===== src/design/x86d_pkg.sv =====
// Shared opcodes, codes, payload structs and operand helpers for the x86 subset decoder.
`timescale 1ns / 1ps

package x86d_pkg;

  localparam logic [7:0] OP_MOV_STORE     = 8'h89;
  localparam logic [7:0] OP_ALU_IMM8      = 8'h83;
  localparam logic [7:0] OP_JNE           = 8'h75;
  localparam logic [7:0] OP_CALL          = 8'hE8;
  localparam logic [7:0] OP_MOV_IMM       = 8'hB8;
  localparam logic [7:0] OP_MOV_IMM_LAST  = 8'hBF;
  localparam logic [7:0] OP_MOVL          = 8'hC7;
  localparam logic [7:0] OP_GRP5          = 8'hFF;
  localparam logic [7:0] OP_PUSH_IMM32    = 8'h68;
  localparam logic [7:0] OP_PUSH_IMM8     = 8'h6A;
  localparam logic [7:0] OP_RET           = 8'hC3;
  localparam logic [7:0] OP_JMP           = 8'hEB;
  localparam logic [7:0] OP_PUSH_REG      = 8'h50;
  localparam logic [7:0] OP_PUSH_REG_LAST = 8'h57;

  localparam logic [1:0] MOD_IND   = 2'd0;
  localparam logic [1:0] MOD_DISP8 = 2'd1;
  localparam logic [1:0] MOD_DISP32 = 2'd2;
  localparam logic [1:0] MOD_REG   = 2'd3;

  localparam logic [2:0] RM_DISP32_ONLY = 3'd5;

  localparam logic [2:0] EXT_ADD  = 3'd0;
  localparam logic [2:0] EXT_SUB  = 3'd5;
  localparam logic [2:0] EXT_CMP  = 3'd7;
  localparam logic [2:0] EXT_MOVL = 3'd0;
  localparam logic [2:0] EXT_PUSH = 3'd6;

  typedef enum logic [1:0] {
    ST_OK      = 2'd0,
    ST_UNKNOWN = 2'd1,
    ST_UNSUP   = 2'd2
  } status_t;

  typedef enum logic [3:0] {
    KIND_NONE       = 4'd0,
    KIND_MOV_STORE  = 4'd1,
    KIND_ADD        = 4'd2,
    KIND_SUB        = 4'd3,
    KIND_CMP        = 4'd4,
    KIND_JNE        = 4'd5,
    KIND_CALL       = 4'd6,
    KIND_MOV_IMM    = 4'd7,
    KIND_JMP        = 4'd8,
    KIND_MOVL       = 4'd9,
    KIND_PUSH_RM    = 4'd10,
    KIND_PUSH_REG   = 4'd11,
    KIND_PUSH_IMM32 = 4'd12,
    KIND_PUSH_IMM8  = 4'd13,
    KIND_RET        = 4'd14
  } kind_t;

  typedef enum logic [2:0] {
    AM_REG    = 3'd0,
    AM_IND    = 3'd1,
    AM_DISP8  = 3'd2,
    AM_DISP32 = 3'd3,
    AM_ABS    = 3'd4,
    AM_NONE   = 3'd5
  } amode_t;

  typedef struct packed {
    logic [9:0][7:0] bytes;
    logic [31:0]     addr;
  } insn_t;

  typedef struct packed {
    status_t     status;
    kind_t       kind;
    logic [3:0]  length;
    logic [2:0]  reg_field;
    logic [2:0]  rm_field;
    amode_t      addr_mode;
    logic [31:0] displacement;
    logic [31:0] immediate;
    logic [31:0] branch_target;
  } dec_t;

  typedef struct packed {
    amode_t      mode;
    logic [31:0] disp;
    logic [2:0]  n;
  } rm_t;

  function automatic logic [31:0] sext8(input logic [7:0] v);
    return {{24{v[7]}}, v};
  endfunction

  function automatic rm_t decode_rm(input logic [9:0][7:0] b);
    rm_t r;
    r.mode = AM_REG;
    r.disp = '0;
    r.n    = 3'd0;
    case (b[1][7:6])
      MOD_IND: begin
        if (b[1][2:0] == RM_DISP32_ONLY) begin
          r.mode = AM_ABS;
          r.disp = b[5:2];
          r.n    = 3'd4;
        end else begin
          r.mode = AM_IND;
        end
      end
      MOD_DISP8: begin
        r.mode = AM_DISP8;
        r.disp = sext8(b[2]);
        r.n    = 3'd1;
      end
      MOD_DISP32: begin
        r.mode = AM_DISP32;
        r.disp = b[5:2];
        r.n    = 3'd4;
      end
      default: begin
        r.mode = AM_REG;
      end
    endcase
    return r;
  endfunction

endpackage


===== src/design/x86_subset_instruction_decoder.sv =====
// Top level of the x86 subset instruction decoder: input register, decode, result register.
//
//   channel  handshake           payload
//   in       start / busy        in_insn_byte_0..9, in_insn_address
//   out      out_valid (strobe)  out_status .. out_branch_target
//
// One transaction per cycle; busy stays low. A result passes through the input
// register, one pass of decode logic and the result register, in that order.
// Synchronous active-low reset clears both valid flags.
// The receiver cannot stall: each result is shown for exactly one cycle.
`timescale 1ns / 1ps

module x86_subset_instruction_decoder (
  input  logic               clk,
  input  logic               rst_n,
  input  logic               start,
  output logic               busy,
  input  logic [7:0]         in_insn_byte_0,
  input  logic [7:0]         in_insn_byte_1,
  input  logic [7:0]         in_insn_byte_2,
  input  logic [7:0]         in_insn_byte_3,
  input  logic [7:0]         in_insn_byte_4,
  input  logic [7:0]         in_insn_byte_5,
  input  logic [7:0]         in_insn_byte_6,
  input  logic [7:0]         in_insn_byte_7,
  input  logic [7:0]         in_insn_byte_8,
  input  logic [7:0]         in_insn_byte_9,
  input  logic [31:0]        in_insn_address,
  output logic               out_valid,
  output logic [1:0]         out_status,
  output logic [3:0]         out_kind,
  output logic [3:0]         out_length,
  output logic [2:0]         out_reg_field,
  output logic [2:0]         out_rm_field,
  output logic [2:0]         out_addr_mode,
  output logic signed [31:0] out_displacement,
  output logic [31:0]        out_immediate,
  output logic [31:0]        out_branch_target
);

  logic              in_valid_r, in_valid_nxt;
  x86d_pkg::insn_t   in_r, in_nxt;
  logic              out_valid_r;
  x86d_pkg::dec_t    out_r, dec;

  assign busy         = 1'b0;
  assign in_valid_nxt = start & ~busy;
  assign in_nxt.bytes = {in_insn_byte_9, in_insn_byte_8, in_insn_byte_7, in_insn_byte_6,
                         in_insn_byte_5, in_insn_byte_4, in_insn_byte_3, in_insn_byte_2,
                         in_insn_byte_1, in_insn_byte_0};
  assign in_nxt.addr  = in_insn_address;

  always_ff @(posedge clk) begin
    if (!rst_n) begin
      in_valid_r  <= 1'b0;
      out_valid_r <= 1'b0;
    end else begin
      in_valid_r  <= in_valid_nxt;
      out_valid_r <= in_valid_r;
    end
  end

  // hold payload when no transaction
  always_ff @(posedge clk) begin
    if (in_valid_nxt) begin
      in_r <= in_nxt;
    end
    if (in_valid_r) begin
      out_r <= dec;
    end
  end

  x86d_decode u_decode (
    .insn (in_r),
    .res  (dec)
  );

  assign out_valid         = out_valid_r;
  assign out_status        = out_r.status;
  assign out_kind          = out_r.kind;
  assign out_length        = out_r.length;
  assign out_reg_field     = out_r.reg_field;
  assign out_rm_field      = out_r.rm_field;
  assign out_addr_mode     = out_r.addr_mode;
  assign out_displacement  = out_r.displacement;
  assign out_immediate     = out_r.immediate;
  assign out_branch_target = out_r.branch_target;

endmodule


===== src/design/x86d_decode.sv =====
// Combinational decode of one instruction window into kind, length and operand fields.
`timescale 1ns / 1ps

module x86d_decode (
  input  x86d_pkg::insn_t insn,
  output x86d_pkg::dec_t  res
);

  logic [9:0][7:0] b;
  logic [7:0]      op;
  logic [2:0]      mreg;
  logic [1:0]      mmod;
  x86d_pkg::rm_t   rm;
  logic [31:0]     offset;
  logic            is_branch;

  assign b    = insn.bytes;
  assign op   = b[0];
  assign mreg = b[1][5:3];
  assign mmod = b[1][7:6];
  assign rm   = x86d_pkg::decode_rm(b);

  always_comb begin
    res           = '0;
    res.status    = x86d_pkg::ST_OK;
    res.kind      = x86d_pkg::KIND_NONE;
    res.addr_mode = x86d_pkg::AM_NONE;
    offset        = '0;
    is_branch     = 1'b0;
    case (op) inside
      x86d_pkg::OP_RET: begin
        res.kind   = x86d_pkg::KIND_RET;
        res.length = 4'd1;
      end
      [x86d_pkg::OP_PUSH_REG:x86d_pkg::OP_PUSH_REG_LAST]: begin
        res.kind      = x86d_pkg::KIND_PUSH_REG;
        res.length    = 4'd1;
        res.reg_field = op[2:0];
      end
      x86d_pkg::OP_MOV_STORE: begin
        res.kind         = x86d_pkg::KIND_MOV_STORE;
        res.reg_field    = mreg;
        res.rm_field     = b[1][2:0];
        res.addr_mode    = rm.mode;
        res.displacement = rm.disp;
        res.length       = 4'd2 + {1'b0, rm.n};
      end
      x86d_pkg::OP_ALU_IMM8: begin
        if ((mreg == x86d_pkg::EXT_ADD || mreg == x86d_pkg::EXT_SUB ||
             mreg == x86d_pkg::EXT_CMP) &&
            (mmod == x86d_pkg::MOD_REG || mmod == x86d_pkg::MOD_DISP8)) begin
          case (mreg)
            x86d_pkg::EXT_ADD: res.kind = x86d_pkg::KIND_ADD;
            x86d_pkg::EXT_SUB: res.kind = x86d_pkg::KIND_SUB;
            default:           res.kind = x86d_pkg::KIND_CMP;
          endcase
          res.reg_field = mreg;
          res.rm_field  = b[1][2:0];
          if (mmod == x86d_pkg::MOD_REG) begin
            res.addr_mode = x86d_pkg::AM_REG;
            res.immediate = {24'd0, b[2]};
            res.length    = 4'd3;
          end else begin
            res.addr_mode    = x86d_pkg::AM_DISP8;
            res.displacement = x86d_pkg::sext8(b[2]);
            res.immediate    = {24'd0, b[3]};
            res.length       = 4'd4;
          end
        end else begin
          res.status = x86d_pkg::ST_UNSUP;
        end
      end
      x86d_pkg::OP_PUSH_IMM32: begin
        res.kind      = x86d_pkg::KIND_PUSH_IMM32;
        res.length    = 4'd5;
        res.immediate = b[4:1];
      end
      x86d_pkg::OP_PUSH_IMM8: begin
        res.kind      = x86d_pkg::KIND_PUSH_IMM8;
        res.length    = 4'd2;
        res.immediate = {24'd0, b[1]};
      end
      x86d_pkg::OP_CALL: begin
        res.kind   = x86d_pkg::KIND_CALL;
        res.length = 4'd5;
        offset     = b[4:1];
        is_branch  = 1'b1;
      end
      x86d_pkg::OP_JNE, x86d_pkg::OP_JMP: begin
        res.kind   = (op == x86d_pkg::OP_JNE) ? x86d_pkg::KIND_JNE : x86d_pkg::KIND_JMP;
        res.length = 4'd2;
        offset     = x86d_pkg::sext8(b[1]);
        is_branch  = 1'b1;
      end
      [x86d_pkg::OP_MOV_IMM:x86d_pkg::OP_MOV_IMM_LAST]: begin
        res.kind      = x86d_pkg::KIND_MOV_IMM;
        res.length    = 4'd5;
        res.reg_field = op[2:0];
        res.immediate = b[4:1];
      end
      x86d_pkg::OP_GRP5: begin
        if (mreg == x86d_pkg::EXT_PUSH) begin
          res.kind         = x86d_pkg::KIND_PUSH_RM;
          res.reg_field    = mreg;
          res.rm_field     = b[1][2:0];
          res.addr_mode    = rm.mode;
          res.displacement = rm.disp;
          res.length       = 4'd2 + {1'b0, rm.n};
        end else begin
          res.status = x86d_pkg::ST_UNSUP;
        end
      end
      x86d_pkg::OP_MOVL: begin
        if (mreg == x86d_pkg::EXT_MOVL) begin
          res.kind         = x86d_pkg::KIND_MOVL;
          res.reg_field    = mreg;
          res.rm_field     = b[1][2:0];
          res.addr_mode    = rm.mode;
          res.displacement = rm.disp;
          res.length       = 4'd6 + {1'b0, rm.n};
          case (rm.n)
            3'd1:    res.immediate = b[6:3];
            3'd4:    res.immediate = b[9:6];
            default: res.immediate = b[5:2];
          endcase
        end else begin
          res.status = x86d_pkg::ST_UNSUP;
        end
      end
      default: begin
        res.status = x86d_pkg::ST_UNKNOWN;
        res.length = 4'd1;
      end
    endcase
    if (is_branch) begin
      res.branch_target = insn.addr + {28'd0, res.length} + offset;
    end
  end

endmodule

===== config.mk =====
export PLATFORM = sky130hd
export DESIGN_NAME = x86_subset_instruction_decoder
export DESIGN_NICKNAME = d
export VERILOG_FILES = /design/src/design/x86d_pkg.sv /design/src/design/x86_subset_instruction_decoder.sv /design/src/design/x86d_decode.sv
export SDC_FILE = /design/constraint.sdc
export NUM_CORES = 1
export LEC_CHECK = 0
export BUFFER_PORTS_ARGS = -buffer_cell sky130_fd_sc_hd__buf_2
export CORE_ASPECT_RATIO = 1.25
export CORE_UTILIZATION = 35
export CTS_CLUSTER_DIAMETER = 80
export DETAILED_ROUTE_END_ITERATION = 10
export GPL_TIMING_DRIVEN = 0
export SKIP_CTS_REPAIR_TIMING = 1
export SLEW_MARGIN = 5
export SYNTH_ARGS = -nofsm -noshare
export SYNTH_HDL_FRONTEND = slang
export SYNTH_SLANG_ARGS = --single-unit

===== constraint.sdc =====
create_clock -name clk -period 5.98 [get_ports clk]
set_input_delay 0.598 -clock clk [delete_from_list [all_inputs] [get_ports clk]]
set_output_delay 0.598 -clock clk [all_outputs]
set_load 0.01 [all_outputs]

==> results of run 1 <==
power breakdown:
part | switching, mW | internal [mW] | leakage [nW]
Combinational | 0.258 | 0.166 | 3.10
Clock | 0.626 | 0.981 | 0.401
Sequential | 0.0979 | 1.88 | 2.07
cells in the final DEF (no fill, tap or decap), drive strengths merged, types with 18 or more instances in the layout:
cell type,instances
a21oi,63
a22o,25
a22oi,41
and2,20
buf,253
clkbuf,61
edfxtp,227
ha,63
inv,18
nand2,80
nand3,20
nor2,103
o21ai,74
logic make-up after synthesis:
| family | count (synthesis) | share of synthesized area |
|---|---|---|
| simple gates | 294 | 0.121 |
| compound gates | 274 | 0.168 |
| flops | 229 | 0.586 |
| buf+inv | 69 | 0.0288 |
| fa+ha+maj | 68 | 0.0759 |
| xor+xnor | 26 | 0.0195 |
| other cells | 1 | 0.000320 |
| mux | 1 | 0.000855 |
worst reg2reg max path, cell delays in order, from the launching register on:
cell	delay (ns)
edfxtp_1	0.48
or3_4	0.44
nor3b_2	0.34
and3_1	0.30
and2_1	0.14
buf_2	0.22
inv_2	0.05
o211ai_1	0.19
fa_1	0.50
ha_1	0.23
inv_1	0.08
fa_1	0.24
nor2b_4	0.06
o31ai_2	0.27
a31oi_2	0.21
o41ai_2	0.68
o41ai_2	0.20
a21oi_1	0.20
xor2_1	0.21
nor2_1	0.06
worst min path at each step:
stage | endpoint | from | cells after the start
6_report | in_r[0] | in_insn_address[0] | 1
5_1_grt | in_r[102] | in_insn_byte_8[6] | 1
4_1_cts | in_r[101] | in_insn_byte_8[5] | 1
3_5_place_dp | out_displacement[30] | in_r[78] | 2
3_3_place_gp | out_displacement[28] | in_r[76] | 2
2_1_floorplan | out_rm_field[1] | in_r[41] | 1
per-stage QoR:
step / utilization / cells / setup slack (ns) / instance area [um^2]
3_5_place_dp: 0.410 / 1612 / 0.614 / 13400
6_report: 0.436 / 1657 / 0.634 / 14300
4_1_cts: 0.436 / 1656 / 0.604 / 14300
2_1_floorplan: - / 962 / 1.62 / 11700
5_1_grt: 0.436 / 1657 / 0.423 / 14300
3_3_place_gp: 0.408 / 1610 / 0.655 / 13400
per-layer routing:
metal  track usage  wire length [um]
met5             0                 0
met1         0.236             13400
met4        0.0854              1290
met3        0.0225              1740
met2         0.339             17100
registers in the layout, indices dropped and copies added (netlist names):
name / count
in_r: 112
in_valid_r: 1
out_addr_mode: 3
out_branch_target: 32
out_displacement: 32
out_immediate: 32
out_kind: 4
out_length: 4
out_reg_field: 3
out_rm_field: 3
out_status: 2
out_valid: 1
final cells by class:
cell class / instances / area, um^2
plain buffers: 51 / 269
fillers: 3172 / 18500
well taps: 418 / 523
clock buffers: 31 / 648
flip-flops and latches: 229 / 6860
inverters: 18 / 67.6
repair buffers: 232 / 1210
diodes: 1 / 2.50
multi-input cells: 664 / 4510
clock inverters: 13 / 195
==> flow_metrics.env, run 1 <==
export IMPL_clock_fmax_mhz=187
export IMPL_hold_viol_final=0
export IMPL_power_density_nw_per_um2=281
export IMPL_cts_tree="done"
export IMPL_synth_top_cell_area_share=0.582
export IMPL_worstPathRequired_ns=6.26
export IMPL_antenna_found_initial=1
export IMPL_finClkSkew_ns=0.0112
export IMPL_antenna_left=0
export IMPL_start_util=0.357
export IMPL_synth_area_per_cell_um2=12.2
export IMPL_drive_gt1_frac=0.275
export IMPL_ys_types=80
export IMPL_crit_family="compound AO/OA/AOI/OAI gates"
export IMPL_core_area_um2=32800
export IMPL_rrSetupSlack_ns=0.63
export IMPL_reg2reg_depth=19
export IMPL_synth_edf_count=227
export IMPL_yosys_warnings=0
export IMPL_fp_dieH_um=206
export IMPL_clk_pin_slew_ns=0.06
export IMPL_power_mw=4.01
export IMPL_row_count=74
export IMPL_gp_congestion=0.887
export IMPL_yosysMostFrequentCell="edfxtp_1"
export IMPL_critPathLaunchType="flop"
export IMPL_syn_area_um2=11700
export IMPL_gr_total_overflow=0
export IMPL_fin_setup_tns_ns=0
export IMPL_vias=8529
export IMPL_cts_max_level=1
export IMPL_post_drt_wl_per_cell_um=20.2
export IMPL_synth_nets=1145
export IMPL_ys_ff_latch=229
export IMPL_cp_arrival_ns=5.62
export IMPL_first_global_vias=8423
export IMPL_clock_path_buffers=3
export IMPL_cts_sinks=229
export IMPL_vias_per_cell=5.15
export IMPL_grt_pass1_wl_um=48900
export IMPL_portBuffers=230
export IMPL_synthTopCellsByArea="edfxtp_1 58%, ha_1 6.7%, nor2_1 3.2%, a22oi_1 2.6%, a21oi_1 2.6%"
export IMPL_setup_viol=0
export IMPL_synth_area_leader_cell="edfxtp_1"
export IMPL_violations="DRC"
export IMPL_critical_path_class="flop to flop"
export IMPL_drc=20
export IMPL_clk_latency_ns=0.53
export IMPL_async_flop_share=0
export IMPL_drt_pass1_iter_count=9
export IMPL_cp_buffers_inverters=3
export IMPL_ir_worst_vdd_mv=0.265
export IMPL_critical_path_max_stage_delay_ns=0.68
export IMPL_cap_violations=0
export IMPL_endpoint_kind="flop"
export IMPL_synthFlopType="edfxtp_1"
export IMPL_io_pins=232
export IMPL_path_max_fanout=9
export IMPL_status="finished with violations"
export IMPL_critical_path_endpoint="out_branch_target[27]"
export IMPL_wirelength_um=33500
export IMPL_maxSlewHeadroom=0.424
export IMPL_clockRootBuffer="clkbuf_16"
export IMPL_dieArea_um2=34200
export IMPL_hpwl_um=25700
export IMPL_period_share=0.894
export IMPL_postSynthCellCount=962
export IMPL_hold_ws_ns=0.238
export IMPL_r2r_end="out_branch_target[27]"
export IMPL_cp_depth=19
export IMPL_cp_slowest_cell="o41ai_2"
export IMPL_worstSetupStartpoint="in_r[37]"
export IMPL_rsz0062_at_grt="no"
export IMPL_r2r_start="in_r[37]"
export IMPL_slew_viol_final=0
export IMPL_min_period_ns=5.35
export IMPL_layout_nets=1403
export IMPL_hp_class="input pin to flop"
export IMPL_die_width_um=166
export IMPL_numCtsBuffers=24
export IMPL_synthTopCellsByCount="227 x edfxtp_1, 101 x nor2_1, 77 x nand2_1"
export IMPL_area_growth_pct=22.1
export IMPL_cp_cell_sequence="or3_4 > nor3b_2 > and3_1 > and2_1 > buf_2 > inv_2 > o211ai_1 > fa_1 > ha_1 > inv_1 > fa_1 > nor2b_4 > o31ai_2 > a31oi_2 > o41ai_2 > o41ai_2 > a21oi_1 > xor2_1 > nor2_1"
export IMPL_drt_iter0_markers=728
export IMPL_grtUsageTotal=0.193
export IMPL_grt_start_max_net_pins=64
export IMPL_ys_seq_area_frac=0.586
export IMPL_p_leak_nw=5.57
export IMPL_worstMarginPinSlew_ns=0.858
(Power assumes the default switching activity.)
==> run 2: changes to the inputs <==
--- a/config.mk
+++ b/config.mk
@@ -12,3 +12,2 @@
 export DETAILED_ROUTE_END_ITERATION = 10
-export GPL_TIMING_DRIVEN = 0
 export SKIP_CTS_REPAIR_TIMING = 1
@@ -17,2 +16,3 @@
 export SYNTH_HDL_FRONTEND = slang
+export SYNTH_HIERARCHICAL = 1
 export SYNTH_SLANG_ARGS = --single-unit
==> constraint.sdc (replaced) <==
create_clock -name clk -period 5.98 [get_ports clk]
set_input_delay 0 -clock clk [delete_from_list [all_inputs] [get_ports clk]]
set_output_delay 0 -clock clk [all_outputs]
set_load 0.01 [all_outputs]
==> flow_metrics.env, run 2 <==
export IMPL_grt_start_max_net_pins=74
export IMPL_p_leak_nw=5.77
export IMPL_async_flop_share=0
export IMPL_die_width_um=164
export IMPL_post_drt_wl_per_cell_um=20.4
export IMPL_row_count=73
export IMPL_path_max_fanout=13
export IMPL_vias=8804
export IMPL_cp_arrival_ns=5.30
export IMPL_drive_gt1_frac=0.235
export IMPL_critical_path_class="flop to flop"
export IMPL_n_antenna_cell=0
export IMPL_gr_total_overflow=0
export IMPL_worstMarginPinSlew_ns=1.23
export IMPL_vias_per_cell=5.13
export IMPL_synth_compound_area_share=0.127
export IMPL_fin_setup_tns_ns=0
export IMPL_start_util=0.358
export IMPL_grt_pass1_wl_um=49200
export IMPL_dp_slack_ns=1.03
export IMPL_synth_area_per_cell_um2=12.0
export IMPL_cts_tree="done"
export IMPL_hpwl_um=24700
export IMPL_antenna_found_initial=0
export IMPL_synth_top_cell_area_share=0.596
export IMPL_critPathLaunchType="flop"
export IMPL_slew_viol_final=0
export IMPL_syn_area_um2=11400
export IMPL_numCtsBuffers=25
export IMPL_finClkSkew_ns=0.0152
export IMPL_hold_viol_final=0
export IMPL_fp_dieH_um=204
export IMPL_synth_edf_count=227
export IMPL_synth_simple_area_share=0.123
export IMPL_final_cell_mix="229 x buf_2, 227 x edfxtp_1, 114 x dlygate4sd3_1"
export IMPL_drt_iter0_markers=690
export IMPL_clock_path_buffers=3
export IMPL_largest_register="in_r"
export IMPL_ys_types=73
export IMPL_ir_worst_vdd_mv=0.236
export IMPL_synth_nets=1135
export IMPL_synth_area_leader_cell="edfxtp_1"
export IMPL_wirelength_um=35100
export IMPL_yosysMostFrequentCell="edfxtp_1"
export IMPL_synth_xor_area_share=0.0184
export IMPL_drc=0
export IMPL_largest_reg_flops=112
export IMPL_cts_max_level=1
export IMPL_power_density_nw_per_um2=268
export IMPL_dieArea_um2=33400
export IMPL_maxSlewHeadroom=0.177
export IMPL_min_period_ns=5.01
export IMPL_rsz0062_at_grt="no"
export IMPL_synthFlopType="edfxtp_1"
export IMPL_gp_congestion=0.919
export IMPL_clk_pin_slew_ns=0.06
export IMPL_synth_fa_ha_area_frac=0.0755
export IMPL_ys_seq_area_frac=0.599
export IMPL_hold_ws_ns=0.156
export IMPL_endpoint_kind="flop"
export IMPL_status="finished, final reports clean"
export IMPL_cts_sinks=229
export IMPL_synthTopCellsByCount="227 x edfxtp_1, 100 x a21oi_1, 96 x nand2_1"
export IMPL_synth_top_family_by_area="compound AO/OA/AOI/OAI gates"
export IMPL_setup_viol=0
export IMPL_clockRootBuffer="clkbuf_16"
export IMPL_portBuffers=230
export IMPL_cap_violations=0
export IMPL_synthTopCellsByArea="edfxtp_1 60%, ha_1 6.7%, a21oi_1 4.4%, nand2_1 3.1%, nor2_1 3.0%"
export IMPL_antenna_left=0
export IMPL_worstPathRequired_ns=6.27
export IMPL_layout_nets=1469
export IMPL_synth_mux_area_frac=0.0299
export IMPL_clock_fmax_mhz=199
export IMPL_drt_pass1_iter_count=5
export IMPL_power_mw=4.02
export IMPL_core_area_um2=32000
export IMPL_fin_ws_ns=0.966
export IMPL_grtUsageTotal=0.201
export IMPL_io_pins=232
export IMPL_rrSetupSlack_ns=0.97
export IMPL_final_common_cell="buf_2"
export IMPL_period_share=0.839
export IMPL_clk_latency_ns=0.55
export IMPL_postSynthCellCount=954
export IMPL_area_growth_pct=31.0
export IMPL_hp_class="input pin to flop"
export IMPL_first_global_vias=8362
export IMPL_yosys_warnings=6
export IMPL_ys_ff_latch=229
[run 2: cell type report]
class,count,area (um^2)
Fill cell,2908,17000
Timing Repair Buffer,355,2380
Clock buffer,27,633
Sequential cell,229,6860
Clock inverter,17,199
Inverter,26,97.6
Tap cell,412,515
Multi-Input combinational cell,651,4300
[run 2: per-stage QoR]
| step | area (um^2) | instances | utilization |
|---|---|---|---|
| after floorplan | 11400 | 954 | - |
| after global placement | 13000 | 1559 | 0.407 |
| after detailed placement | 13000 | 1559 | 0.407 |
| after CTS | 13800 | 1603 | 0.433 |
| after global routing | 15000 | 1717 | 0.469 |
| final | 15000 | 1717 | 0.469 |
[run 2: critical path, cell delays in order, from the launching register on]
cell	delay (ns)
edfxtp_1	0.52
inv_1	0.16
ha_2	0.20
nor2_1	0.20
a211o_1	0.40
nor2_1	0.11
or4b_1	0.60
fa_1	0.54
ha_1	0.32
a21oi_1	0.17
nor2_1	0.10
o21ai_1	0.25
nand2_1	0.16
a2111oi_4	0.46
o31ai_1	0.18
a311oi_1	0.30
nor4_1	0.07
[run 2: path summary, 6_finish.rpt]
path,end,cells past startpoint,start
max,out_branch_target[26],16,in_r[47]
min reg2reg,out_immediate[29],2,in_r[85]
min,in_r[65],2,in_insn_byte_4[1]
max reg2reg,out_branch_target[26],16,in_r[47]
[run 2: per-layer routing]
layer,GRT usage,share of wire,wire [um]
met4,0.0873,0.036,1270
met1,0.236,0.39,13600
met2,0.367,0.53,18700
met3,0.0197,0.042,1480
met5,0,0,0
[run 2: power breakdown]
group / internal [mW] / switching (mW) / leakage [nW]
sequential: 1.88 / 0.102 / 2.07
clock: 0.908 / 0.674 / 0.395
combinational: 0.205 / 0.250 / 3.31
[run 2: logic make-up after synthesis]
kind of cell	Yosys count
fa+ha+maj	66
xor+xnor	24
other cells	1
compound gates	233
simple gates	293
mux	34
buf+inv	74
flops	229
